### src/rtl/scf_pkg.sv
// shared types, command codes, register indexes and sine table math
// for the stereo chorus / flanger; used by every module of the block but scf_ram
`default_nettype none
package scf_pkg;

  typedef struct packed {
    logic signed [15:0] left_in;
    logic signed [15:0] right_in;
  } in_word_t;

  typedef struct packed {
    logic signed [15:0] left_out;
    logic signed [15:0] right_out;
  } out_word_t;

  localparam int CFG_IDX_W  = 3;
  localparam int CFG_DATA_W = 32;

  localparam logic [CFG_IDX_W-1:0] CFG_MIX_WET      = 3'd0;
  localparam logic [CFG_IDX_W-1:0] CFG_MOD_DEPTH    = 3'd1;
  localparam logic [CFG_IDX_W-1:0] CFG_PHASE_STEP   = 3'd2;
  localparam logic [CFG_IDX_W-1:0] CFG_RIGHT_OFFSET = 3'd3;
  localparam logic [CFG_IDX_W-1:0] CFG_FEEDBACK     = 3'd4;
  localparam logic [CFG_IDX_W-1:0] CFG_EFFECT_MODE  = 3'd5;

  localparam logic [15:0] RST_MIX_WET      = 16'd32768;
  localparam logic [15:0] RST_MOD_DEPTH    = 16'd32768;
  localparam logic [31:0] RST_PHASE_STEP   = 32'd894785;
  localparam logic [31:0] RST_RIGHT_OFFSET = 32'd0;
  localparam logic [15:0] RST_FEEDBACK     = 16'd32768;
  localparam logic        RST_EFFECT_MODE  = 1'b0;

  typedef enum logic [3:0] {
    OP_NONE,
    OP_CLEAR,
    OP_LATCH,
    OP_WRITE,
    OP_LFO,
    OP_DELAY,
    OP_MOD,
    OP_ADDR,
    OP_RD0,
    OP_RD1,
    OP_INTERP,
    OP_SUM,
    OP_FB,
    OP_MIX,
    OP_ADVANCE
  } op_t;

  typedef enum logic [3:0] {
    ST_CLEAR,
    ST_IDLE,
    ST_WRITE,
    ST_LFO,
    ST_DELAY,
    ST_MOD,
    ST_ADDR,
    ST_RD0,
    ST_RD1,
    ST_INTERP,
    ST_SUM,
    ST_FB,
    ST_MIX,
    ST_DONE
  } state_t;

  typedef struct packed {
    op_t  op;
    logic ch;
  } cmd_t;

  typedef struct packed {
    logic clear_last;
    logic mod_done;
  } status_t;

  // quarter wave polynomial, x in q14 (0..16384), result q15
  function automatic longint quarter_sine(longint x);
    longint x2;
    longint p;
    x2 = (x * x) / 16384;
    p  = 2611;
    p  = -21167 + (p * x2) / 16384;
    p  = 51472 + (p * x2) / 16384;
    p  = (p * x) / 16384;
    if (p > 32767) p = 32767;
    return p;
  endfunction

  // one table entry from a 16 bit angle (full cycle = 65536)
  function automatic logic signed [15:0] sine_entry(int a);
    int     t;
    longint s;
    t = a & 32767;
    if (t > 16384) t = 32768 - t;
    s = quarter_sine(longint'(t));
    if ((a & 32768) != 0) s = -s;
    return 16'(s);
  endfunction

endpackage
`default_nettype wire

### src/rtl/scf_ctrl.sv
// sequencer for the chorus / flanger: runs the clear pass, then each word
// through both channels step by step; uses scf_pkg
`default_nettype none
module scf_ctrl (
  input  wire logic           clk,
  input  wire logic           rst,
  input  wire logic           in_valid,
  output logic                in_ready,
  output logic                out_valid,
  input  wire logic           out_ready,
  output scf_pkg::cmd_t       cmd,
  input  wire scf_pkg::status_t status
);

  scf_pkg::state_t state, state_next;
  logic ch, ch_next;
  logic out_valid_next;
  logic out_free;

  assign out_free = !out_valid || out_ready;

  always_ff @(posedge clk) begin
    if (rst) begin
      state     <= scf_pkg::ST_CLEAR;
      ch        <= 1'b0;
      out_valid <= 1'b0;
    end else begin
      state     <= state_next;
      ch        <= ch_next;
      out_valid <= out_valid_next;
    end
  end

  always_comb begin
    state_next = state;
    ch_next    = ch;
    unique case (state)
      scf_pkg::ST_CLEAR: begin
        if (status.clear_last) state_next = scf_pkg::ST_IDLE;
      end
      scf_pkg::ST_IDLE: begin
        ch_next = 1'b0;
        if (in_valid) state_next = scf_pkg::ST_WRITE;
      end
      scf_pkg::ST_WRITE:  state_next = scf_pkg::ST_LFO;
      scf_pkg::ST_LFO:    state_next = scf_pkg::ST_DELAY;
      scf_pkg::ST_DELAY:  state_next = scf_pkg::ST_MOD;
      scf_pkg::ST_MOD: begin
        if (status.mod_done) state_next = scf_pkg::ST_ADDR;
      end
      scf_pkg::ST_ADDR:   state_next = scf_pkg::ST_RD0;
      scf_pkg::ST_RD0:    state_next = scf_pkg::ST_RD1;
      scf_pkg::ST_RD1:    state_next = scf_pkg::ST_INTERP;
      scf_pkg::ST_INTERP: state_next = scf_pkg::ST_SUM;
      scf_pkg::ST_SUM:    state_next = scf_pkg::ST_FB;
      scf_pkg::ST_FB:     state_next = scf_pkg::ST_MIX;
      scf_pkg::ST_MIX: begin
        if (ch) begin
          state_next = scf_pkg::ST_DONE;
        end else begin
          ch_next    = 1'b1;
          state_next = scf_pkg::ST_WRITE;
        end
      end
      scf_pkg::ST_DONE: begin
        if (out_free) state_next = scf_pkg::ST_IDLE;
      end
      default: state_next = scf_pkg::ST_CLEAR;
    endcase
  end

  always_comb begin
    cmd.op         = scf_pkg::OP_NONE;
    cmd.ch         = ch;
    in_ready       = 1'b0;
    out_valid_next = out_ready ? 1'b0 : out_valid;
    unique case (state)
      scf_pkg::ST_CLEAR:  cmd.op = scf_pkg::OP_CLEAR;
      scf_pkg::ST_IDLE: begin
        in_ready = 1'b1;
        if (in_valid) cmd.op = scf_pkg::OP_LATCH;
      end
      scf_pkg::ST_WRITE:  cmd.op = scf_pkg::OP_WRITE;
      scf_pkg::ST_LFO:    cmd.op = scf_pkg::OP_LFO;
      scf_pkg::ST_DELAY:  cmd.op = scf_pkg::OP_DELAY;
      scf_pkg::ST_MOD:    cmd.op = scf_pkg::OP_MOD;
      scf_pkg::ST_ADDR:   cmd.op = scf_pkg::OP_ADDR;
      scf_pkg::ST_RD0:    cmd.op = scf_pkg::OP_RD0;
      scf_pkg::ST_RD1:    cmd.op = scf_pkg::OP_RD1;
      scf_pkg::ST_INTERP: cmd.op = scf_pkg::OP_INTERP;
      scf_pkg::ST_SUM:    cmd.op = scf_pkg::OP_SUM;
      scf_pkg::ST_FB:     cmd.op = scf_pkg::OP_FB;
      scf_pkg::ST_MIX:    cmd.op = scf_pkg::OP_MIX;
      scf_pkg::ST_DONE: begin
        if (out_free) begin
          cmd.op         = scf_pkg::OP_ADVANCE;
          out_valid_next = 1'b1;
        end
      end
      default: cmd.op = scf_pkg::OP_NONE;
    endcase
  end

endmodule
`default_nettype wire

### config.mk
export PLATFORM = sky130hd
export DESIGN_NAME = scf_ctrl
export DESIGN_NICKNAME = d
export VERILOG_FILES = /design/src/rtl/scf_pkg.sv /design/src/rtl/scf_ctrl.sv
export SDC_FILE = /design/constraint.sdc
export NUM_CORES = 1
export LEC_CHECK = 0
export BUFFER_PORTS_ARGS = -buffer_cell sky130_fd_sc_hd__buf_4
export CAP_MARGIN = 15
export CORE_AREA = 2 2 39 41
export DETAILED_ROUTE_END_ITERATION = 8
export DIE_AREA = 0 0 41 43
export GPL_TIMING_DRIVEN = 0
export HOLD_SLACK_MARGIN = 0.06
export SLEW_MARGIN = 20
export SYNTH_ARGS = -nofsm -noshare
export SYNTH_HDL_FRONTEND = slang
export SYNTH_SLANG_ARGS = --single-unit
### constraint.sdc
create_clock -name clk -period 1.3 [get_ports clk]
set_input_delay 0.13 -clock clk [delete_from_list [all_inputs] [get_ports clk]]
set_output_delay 0.13 -clock clk [all_outputs]
set_load 0.02 [all_outputs]
# Word level (Yosys, flattened, before mapping)
# Cells that the tools add are included.
[classes]
addsub = 0
mul = 0
div = 0
n_lt_le_gt_ge = 0
eq_ne = 17
shifts = 0
n_mux = 14
n_bitwise = 0
reduce_logical = 5
[ops]
columns = ["cell", "count"]
rows = [
  ["$pmux W4 S14", 2],
  ["$eq A4 B4 Y1 const B", 6],
  ["$mux W4", 6],
  ["$eq A4 B3 Y1 const B", 4],
  ["$eq A4 B2 Y1 const B", 2],
  ["$ne A2 B2 Y1 const B", 4],
  ["$eq A4 B1 Y1 const B", 1],
  ["$logic_not A4 Y1", 1],
  ["$mux W1", 4],
  ["$reduce_and A4 Y1", 1],
  ["$mux W2", 1],
  ["$pmux W1 S2", 1],
  ["$reduce_bool A2 Y1", 1],
  ["$logic_not A1 Y1", 1],
  ["$logic_or A1 B1 Y1", 1],
]
[totals]
reg_bits = 6
latchBits = 0
ram_bits = 0
rom_bits = 0
input_bits = 6
word_cells = 39
mem_count = 0

# Longest topological paths before layout
# Gate-level depths: netlist of run 1.
[depth]
depth_word = 4
mapped_depth = 5
ltp_nobuf = 4

# Worst setup path after synthesis of run 1
# OpenSTA, ideal clock, no wires.
[synth_timing]
path_kind = "reg2out"
startpoint = "register state[2]"
endpoint = "output cmd[3] (netlist bit)"
t_arrival_ps = 1285
t_required_ps = 1170
slack_ps = -115
path_stages_with_launch = 5
path_cell_list = "dfxtp_1 clkbuf_1 a21boi_0 o22ai_1 a21oi_1"
[synth_rtl]
columns = ["element", "line", "source"]
rows = [
  ["start, declared", "scf_ctrl.sv:15", "scf_pkg::state_t state, state_next;"],
  ["start signal, assigned", "scf_ctrl.sv:24", "state <= scf_pkg::ST_CLEAR;"],
  ["start signal, assigned", "scf_ctrl.sv:28", "state <= state_next;"],
  ["end, declared", "scf_ctrl.sv:11", "output scf_pkg::cmd_t cmd,"],
]

==> results_dict.tcl, run 1 <==
set metrics [dict create \
    status "finished, violations left" \
    failed_checks "setup timing" \
    grt_pass1_wl_um 2690 \
    finish.utilization_pct 64.7 \
    syn_to_final_growth_pct 81.7 \
    yosysWarnings 0 \
    vias 644 \
    min_period_ns 1.40 \
    grt_max_degree 11 \
    core_area_mm2 0.00138 \
    drive_above_1_share_pct 63.2 \
    antenna_cells 0 \
    slew_headroom_pct 82.8 \
    fmax_mhz 713 \
    synth_cell_types 33 \
    cp.required_ns 1.17 \
    grt_usage_pct 23.3 \
    power_density_mw_per_mm2 898 \
    cts_buffer_depth 2 \
    yosysSeqAreaShare_pct 24.4 \
    path_delay_family "flip-flops" \
    drt-initial-drc-count 13 \
    io_pins 13 \
    drc_errors 0 \
    rsz0062_at_grt "true" \
    dieHeight_um 43 \
    synth.avg_cell_area_um2 7.25 \
    async_reset_ff_share_pct 0 \
    num_rows 14 \
    cellLeakagePower_nw 0.412 \
    vias_per_cell 5.80 \
    fin_nets 103 \
    worst-r2r-cell-count 4 \
    cp_num_buf_inv 2 \
    timing.rr.end "state[0]$_SDFFE_PP0P_" \
    wire_per_inst_um 16.8 \
    slowest_stage "dfxtp_4" \
    synth-edff-count 0 \
    min_from "rst" \
    hold_viol 0 \
    postSynthCellCount 68 \
    finalPower_w 0.000805 \
    cts.sinks 6 \
    hold_end "state[2]$_SDFFE_PP0P_" \
    setup_viol 6 \
    clk_latency_ns 0.24 \
    ys_ff_latch 6 \
    reg2reg_from "state[2]$_SDFFE_PP0P_" \
    cp.arrival_ns 1.27 \
    worstSetupStartpointType "flip-flop" \
    antenna_found_initial 0 \
    tightest_slew_ns 0.258 \
    syn_nets 74 \
    dieArea_mm2 0.00176 \
    gp_congestion 0.784 \
    numCtsBuffers 3 \
    place_hpwl_um 941 \
    worstSetupPathType "flip-flop to output port" \
    preCtsSetupSlack_ns -0.228 \
    drt_pass1_iterations 4 \
    synthFlopType "dfxtp_1" \
    fin_ws_ns -0.103 \
    nFillCells 106 \
    drv_slew 0 \
    cpPeakStageDelay_ns 0.40 \
    h-tree-depth 1 \
    initial_utilization_pct 35.6 \
    cts_tree "built" \
    critPathMaxFanout 6 \
    finalWirelength_um 1870 \
    path_clk_slew_ns 0.04 \
    final_common_cell "buf_4" \
    die_w_um 41 \
    hold_depth 2 \
    final_cell_mix "buf_4, nor2_1, buf_6, clkbuf_4, dfxtp_4" \
    peakVddDrop_uv 501 \
    crit_path_end_kind "output port" \
    postRouteAntennaNets 0 \
    seq_area_um2 136 \
    r2r_slack_ns -0.04 \
    post-route-period-util_pct 108 \
    skew_ns 0.00102 \
    cts_root_buffer "clkbuf_4" \
    multi_input_area_um2 432 \
    grt_overflow 0 \
    drv_cap 0 \
    fin_setup_tns_ns -0.305 \
    hp-class "input pin to flip-flop" \
    syn_area_um2 493 \
    crit_chain "buf_4, nand4b_1, o211a_1, buf_6" \
    portBuffers 12 \
    grt_pass1_vias 588 \
]
metrics by stage:
step | cell area, um2 | hold slack, ns | instances
6_report | 896 | 0.105 | 111
5_1_grt | 896 | 0.110 | 111
4_1_cts | 831 | 0.0989 | 111
3_5_place_dp | 612 | 0.362 | 96
3_3_place_gp | 612 | 0.364 | 96
2_1_floorplan | 502 | 0.199 | 68
synthesized netlist by cell type (2+ instances only):
library cell / count / area share, %
nor2_1: 7 / 5.3
dfxtp_1: 6 / 24
o21ai_0: 6 / 6.1
a21oi_1: 5 / 5.1
nand2_1: 5 / 3.8
clkbuf_1: 4 / 3.0
buf_2: 3 / 3.0
nor3_1: 3 / 3.0
a31oi_1: 2 / 2.5
nand2b_1: 2 / 2.5
nand3b_1: 2 / 3.0
o21bai_1: 2 / 3.0
logic make-up (layout without fill, tap and decap cells):
| group | Yosys count | in the layout | synth area share [%] |
|---|---|---|---|
| compound gates | 25 | 25 | 36.0 |
| buf+inv | 9 | 36 | 8.37 |
| flops | 6 | 6 | 24.4 |
| mux | 1 | 1 | 2.28 |
| simple gates | 27 | 27 | 28.9 |
state kept, by name, summed over array words and instances (netlist names):
| register | cells |
|---|---|
| state | 4 |
| ch | 1 |
| out_valid | 1 |
worst max-delay path by stage:
stage | startpoint | end | cells after the start
2_1_floorplan | state[2]$_SDFFE_PP0P_ | cmd[3] | 4
3_3_place_gp | state[2]$_SDFFE_PP0P_ | cmd[3] | 5
3_5_place_dp | state[2]$_SDFFE_PP0P_ | cmd[3] | 5
4_1_cts | state[3]$_SDFFE_PP0P_ | cmd[3] | 6
6_report | state[2]$_SDFFE_PP0P_ | cmd[2] | 4
5_1_grt | state[2]$_SDFFE_PP0P_ | cmd[3] | 5
where the power goes:
part | total, W | switching, W | internal, W
sequential | 0.000229 | 0.0000300 | 0.000199
combinational | 0.000403 | 0.000185 | 0.000218
clock | 0.000173 | 0.0000685 | 0.000104
per-layer routing:
metal  wire, um  vias up  GRT usage, %  part of all wire [%]
met1        759      322          30.2                    41
li1           -      300             -                     -
met5          0        -             0                     0
met3         78        6          7.85                   4.2
met4         50        0          6.00                   2.7
met2        977       16          35.6                    52
area by class of cell:
cell class                      instances  area share, %
Timing Repair Buffer                   27           24.7
Multi-Input combinational cell         53           48.2
Inverter                                1          0.419
Sequential cell                         6           15.2
Tap cell                               16           2.23
Buffer                                  5           6.70
Clock buffer                            3           2.51
what timing repair did:
item / 4_1_cts / 5_1_grt
setup buffers: 12 / 3
setup endpoints to repair: 9 / 9
hold buffers: 0 / 0
pin swaps: 7 / 8
gates resized for setup: 37 / 23
worst register-to-register path, cell delays in order (launching register included):
cell and delay (ns):
dfxtp_4 0.40, or3b_1 0.38, a21bo_4 0.25, o21a_1 0.12, o32ai_2 0.11
Power figures use the tool's default switching activity.
==> inputs of run 2 (changes only) <==
--- a/config.mk
+++ b/config.mk
@@ -5,14 +5,15 @@
 export SDC_FILE = /design/constraint.sdc
 export NUM_CORES = 1
 export LEC_CHECK = 0
-export BUFFER_PORTS_ARGS = -buffer_cell sky130_fd_sc_hd__buf_4
+export ABC_AREA = 1
 export CAP_MARGIN = 15
 export CORE_AREA = 2 2 39 41
 export DETAILED_ROUTE_END_ITERATION = 8
 export DIE_AREA = 0 0 41 43
+export DONT_BUFFER_PORTS = 1
 export GPL_TIMING_DRIVEN = 0
 export HOLD_SLACK_MARGIN = 0.06
-export SLEW_MARGIN = 20
+export SLEW_MARGIN = 25
 export SYNTH_ARGS = -nofsm -noshare
 export SYNTH_HDL_FRONTEND = slang
 export SYNTH_SLANG_ARGS = --single-unit
==> results_dict.tcl, run 2 <==
set metrics [dict create \
    fin_ws_ns -0.0469 \
    cpPeakStageDelay_ns 0.37 \
    path_clk_slew_ns 0.04 \
    fmax_mhz 742 \
    largest_reg_flops 4 \
    ys_top_cells_by_count "nand2_1, inv_1, nor2_1" \
    place_hpwl_um 886 \
    syn_nets 93 \
    hp-class "input pin to flip-flop" \
    timing.rr.end "state[1]$_SDFFE_PP0P_" \
    cts.sinks 6 \
    drive_above_1_share_pct 49.0 \
    cts_root_buffer "clkbuf_4" \
    syn_area_um2 500 \
    r2r_slack_ns -0.01 \
    synth_top_area_cell "dfxtp_1" \
    synth.avg_cell_area_um2 5.75 \
    slowest_stage "dfxtp_4" \
    async_reset_ff_share_pct 0 \
    hold_end "out_valid$_SDFF_PP0_" \
    grt_overflow 0 \
    drt-initial-drc-count 9 \
    crit_top_cell "nor2_4" \
    seq_area_um2 139 \
    setup_viol 4 \
    reg_top3 "state: 4 flops, ch: 1 flops, out_valid: 1 flops" \
    cellLeakagePower_nw 0.369 \
    ys_ff_latch 6 \
    finalWirelength_um 1320 \
    die_w_um 41 \
    synthFlopType "dfxtp_1" \
    sw_frac_of_total_pct 45.4 \
    grt_pass1_wl_um 1950 \
    dieHeight_um 43 \
    p_comb_share_pct 57.3 \
    fin_nets 108 \
    worst-r2r-cell-count 9 \
    wire_per_inst_um 11.4 \
    reg2reg_from "state[1]$_SDFFE_PP0P_" \
    core_area_mm2 0.00138 \
    postSynthCellCount 87 \
    pwr-share-clk_pct 15.8 \
    hold_depth 4 \
    numCtsBuffers 3 \
    finish.utilization_pct 55.1 \
    io_pins 13 \
    antenna_found_initial 0 \
    cts_tree "built" \
    p_seq_share_pct 26.8 \
    hold_viol 0 \
    failed_checks "setup timing" \
    yosysSeqAreaShare_pct 24.0 \
    tightest_slew_ns 0.269 \
    skew_ns 0.000471 \
    final_common_cell "nand2_1" \
    regMostFlops "state" \
    crit_chain "nor2_4, inv_2, nor2_4, nand2_2, o2111ai_4" \
    postRouteAntennaNets 0 \
    dieArea_mm2 0.00176 \
    grt_usage_pct 16.4 \
    synth-edff-count 0 \
    cts_buffer_depth 2 \
    cp.arrival_ns 1.22 \
    grt_pass1_vias 510 \
    drc_errors 0 \
    synth_most_common_cell "nand2_1" \
    h-tree-depth 1 \
    rsz0062_at_grt "true" \
    initial_utilization_pct 36.2 \
    nFillCells 131 \
    final_cell_mix "nand2_1, inv_1, buf_4, nor2_4, nor2_1" \
    vias_per_cell 4.78 \
    netlist.area_leader.share_pct 24.0 \
    syn_to_final_growth_pct 52.3 \
    slew_headroom_pct 82.1 \
    min_period_ns 1.35 \
    multi_input_area_um2 424 \
    drv_cap 0 \
    antenna_cells 0 \
    peakVddDrop_uv 874 \
    finalPower_w 0.00103 \
    synth_cell_types 17 \
    post-route-period-util_pct 104 \
    worstSetupStartpointType "flip-flop" \
    ys_top_cells_by_area "dfxtp_1, nand2_1, inv_1" \
    worstSetupPathType "flip-flop to output port" \
    num_rows 14 \
    crit_path_end_kind "output port" \
    intPower_w 0.000565 \
    yosysWarnings 0 \
    portBuffers 0 \
    preCtsSetupSlack_ns -0.0651 \
    grt_max_degree 7 \
    gp_congestion 0.765 \
    status "finished, violations left" \
    drt_pass1_iterations 4 \
    critPathMaxFanout 5 \
    power_density_mw_per_mm2 1360 \
    min_from "out_ready" \
    clk_latency_ns 0.24 \
    p_switching_w 0.000469 \
    vias 555 \
    drv_slew 0 \
    cp.required_ns 1.17 \
]
==> run 2: area by class of cell <==
type	instances	share of cell area (%)
multi-input combinational	63	55.7
tap	16	2.63
timing repair buffer	10	10.2
inverter	17	9.36
buffer	1	0.985
sequential	6	18.2
clock buffer	3	2.96
==> run 2: logic make-up after synthesis <==
| kind of cell | count (synthesis) | share of synthesized area (%) |
|---|---|---|
| compound gates | 8 | 10.0 |
| simple gates | 55 | 51.8 |
| flops | 6 | 24.0 |
| buf+inv | 18 | 14.3 |
==> run 2: repair_timing <==
action                     4_1_cts  5_1_grt
hold buffers                     1        0
pin swaps                        7        7
hold endpoints to repair         6        0
setup endpoints to repair        3        6
setup buffers                    6        3
gates resized for setup         30       13
==> run 2: metrics by stage <==
stage	std cells	instance area, um2	setup TNS [ns]	hold WS (ns)
6_report	116	762	-0.0952	0.220
5_1_grt	116	762	-0.443	0.270
4_1_cts	113	694	-0.189	0.211
3_5_place_dp	103	523	-0.0651	0.197
3_3_place_gp	103	523	-0.0660	0.196
2_1_floorplan	87	503	0	0.192
==> run 2: how the worst max path moves through the flow <==
stage,start,to,cells past startpoint
final,state[3]$_SDFFE_PP0P_,cmd[2],5
after CTS,state[3]$_SDFFE_PP0P_,cmd[2],5
after detailed placement,state[3]$_SDFFE_PP0P_,cmd[2],5
after global routing,state[1]$_SDFFE_PP0P_,cmd[3],7
after global placement,state[3]$_SDFFE_PP0P_,cmd[2],5
after floorplan,state[2]$_SDFFE_PP0P_,cmd[2],5
==> run 2: power groups by stage <==
stage,Combinational [W],Clock (W),Sequential (W)
2_1_floorplan,0.000336,0,0.000238
5_1_grt,0.000651,0.000185,0.000284
3_3_place_gp,0.000388,0,0.000244
4_1_cts,0.000481,0.000173,0.000253
3_5_place_dp,0.000390,0,0.000243
6_report,0.000593,0.000164,0.000278
==> run 2: critical path: cells and delay by family, from the launching register on <==
kind | cells | cell delay [ns]
flops | 1 | 0.37
buf+inv | 1 | 0.06
simple gates | 3 | 0.43
compound gates | 1 | 0.11
==> run 2: layer usage <==
metal | track usage (%) | part of all wire (%) | up-vias
met2 | 30.9 | 58 | 9
met4 | 6.00 | 1.4 | 0
li1 | - | - | 299
met1 | 15.8 | 39 | 245
met5 | 0 | 0 | -
met3 | 3.14 | 2.3 | 2
==> inputs of run 3 (changes only) <==
==> constraint.sdc (replaced) <==
create_clock -name clk -period 1.43 [get_ports clk]
set_input_delay 0.143 -clock clk [delete_from_list [all_inputs] [get_ports clk]]
set_output_delay 0.143 -clock clk [all_outputs]
set_load 0.02 [all_outputs]
==> results_dict.tcl, run 3 (synthesis results as in run 2) <==
set metrics [dict create \
    status "complete, no violations" \
    tightest_slew_ns 0.268 \
    grt_pass1_wl_um 1860 \
    reg_top3 "state: 4 flops, ch: 1 flops, out_valid: 1 flops" \
    num_rows 14 \
    worstSetupPathType "flip-flop to output port" \
    grt_max_degree 7 \
    hold_ws_ns 0.108 \
    dieHeight_um 43 \
    nFillCells 133 \
    portBuffers 0 \
    largest_reg_flops 4 \
    finalPower_w 0.000849 \
    final_common_cell "nand2_1" \
    dieArea_mm2 0.00176 \
    initial_utilization_pct 36.2 \
    drv_slew 0 \
    hp-class "input pin to flip-flop" \
    cp.arrival_ns 1.25 \
    seq_area_um2 131 \
    post-route-period-util_pct 97.6 \
    crit_chain "nor2_4, inv_2, nor2_4, nand2_2, o2111ai_4" \
    crit_path_end_kind "output port" \
    die_w_um 41 \
    cts.sinks 6 \
    grt_overflow 0 \
    h-tree-depth 1 \
    setup_viol 0 \
    drt_pass1_iterations 4 \
    vias_per_cell 4.94 \
    final_cell_mix "nand2_1, inv_1, nand2_2, nor2_1" \
    fmax_mhz 717 \
    numCtsBuffers 3 \
    regMostFlops "state" \
    gp_congestion 0.768 \
    vias 548 \
    critPathMaxFanout 5 \
    core_area_mm2 0.00138 \
    drv_cap 0 \
    cp.required_ns 1.29 \
    cellLeakagePower_nw 0.339 \
    antenna_cells 0 \
    slew_headroom_pct 82.1 \
    clk_latency_ns 0.24 \
    worstSetupStartpointType "flip-flop" \
    drc_errors 0 \
    crit_top_cell "nor2_4" \
    finish.utilization_pct 49.5 \
    cts_tree "built" \
    slowest_stage "dfxtp_4" \
    wire_per_inst_um 11.0 \
    multi_input_area_um2 397 \
    finalWirelength_um 1220 \
    grt_usage_pct 15.8 \
    fin_nets 103 \
    path_clk_slew_ns 0.04 \
    syn_to_final_growth_pct 37.0 \
    cpPeakStageDelay_ns 0.37 \
    hold_viol 0 \
    place_hpwl_um 880 \
    cts_root_buffer "clkbuf_4" \
    peakVddDrop_uv 726 \
    drt-initial-drc-count 6 \
    cts_buffer_depth 2 \
    skew_ns 0.00152 \
    grt_pass1_vias 510 \
    postRouteAntennaNets 0 \
    io_pins 13 \
    min_period_ns 1.40 \
    antenna_found_initial 0 \
    rsz0062_at_grt "true" \
    drive_above_1_share_pct 44.2 \
    power_density_mw_per_mm2 1240 \
]
==> run 3: routing by layer <==
| metal | wire length [um] | global-route usage (%) |
|---|---|---|
| met5 | 0 | 0 |
| met4 | 12 | 8.00 |
| met1 | 503 | 14.2 |
| met3 | 23 | 4.71 |
| met2 | 677 | 28.7 |
==> run 3: cell type report <==
| cell class | instances | share of cell area [%] |
|---|---|---|
| Clock buffer | 3 | 3.28 |
| Sequential cell | 6 | 19.2 |
| Buffer | 1 | 1.09 |
| Multi-Input combinational cell | 63 | 57.8 |
| Timing Repair Buffer | 5 | 6.39 |
| Inverter | 17 | 9.31 |
| Tap cell | 16 | 2.92 |
==> run 3: final timing paths <==
kind	start	to	slack, ns	cells after the start
max	state[3]$_SDFFE_PP0P_	cmd[2]	0.03	5
min	out_ready	out_valid$_SDFF_PP0_	0.11	3
max reg2reg	state[2]$_SDFFE_PP0P_	state[1]$_SDFFE_PP0P_	0.11	9
min reg2reg	ch$_SDFFE_PP0P_	ch$_SDFFE_PP0P_	0.51	2
==> run 3: through the flow <==
step	cells	area [um2]	TNS [ns]	worst slack, ns
2_1_floorplan	87	500	0	0.0717
3_3_place_gp	103	520	-0.100	-0.100
3_5_place_dp	103	520	-0.101	-0.101
4_1_cts	109	611	0	0.00797
5_1_grt	111	686	-0.0184	-0.0184
6_report	111	686	0	0.0349
==> run 3: report_power, final <==
part / switching (W) / total, W / internal [W]
clock: 0.0000544 / 0.000149 / 0.0000945
sequential: 0.0000392 / 0.000230 / 0.000191
combinational: 0.000301 / 0.000470 / 0.000169
==> run 3: what timing repair did <==
action,CTS,global route
endpoints found under the hold margin,6,0
setup endpoints to repair,3,3
buffers inserted,2,2
pin swaps,2,6
hold buffers,1,0
resized for setup,15,18
==> run 3: worst max-delay path: cells and delay by family (launching register included) <==
family | cells | cell delay (ns)
flops | 1 | 0.37
buf+inv | 1 | 0.06
compound gates | 1 | 0.13
simple gates | 3 | 0.45
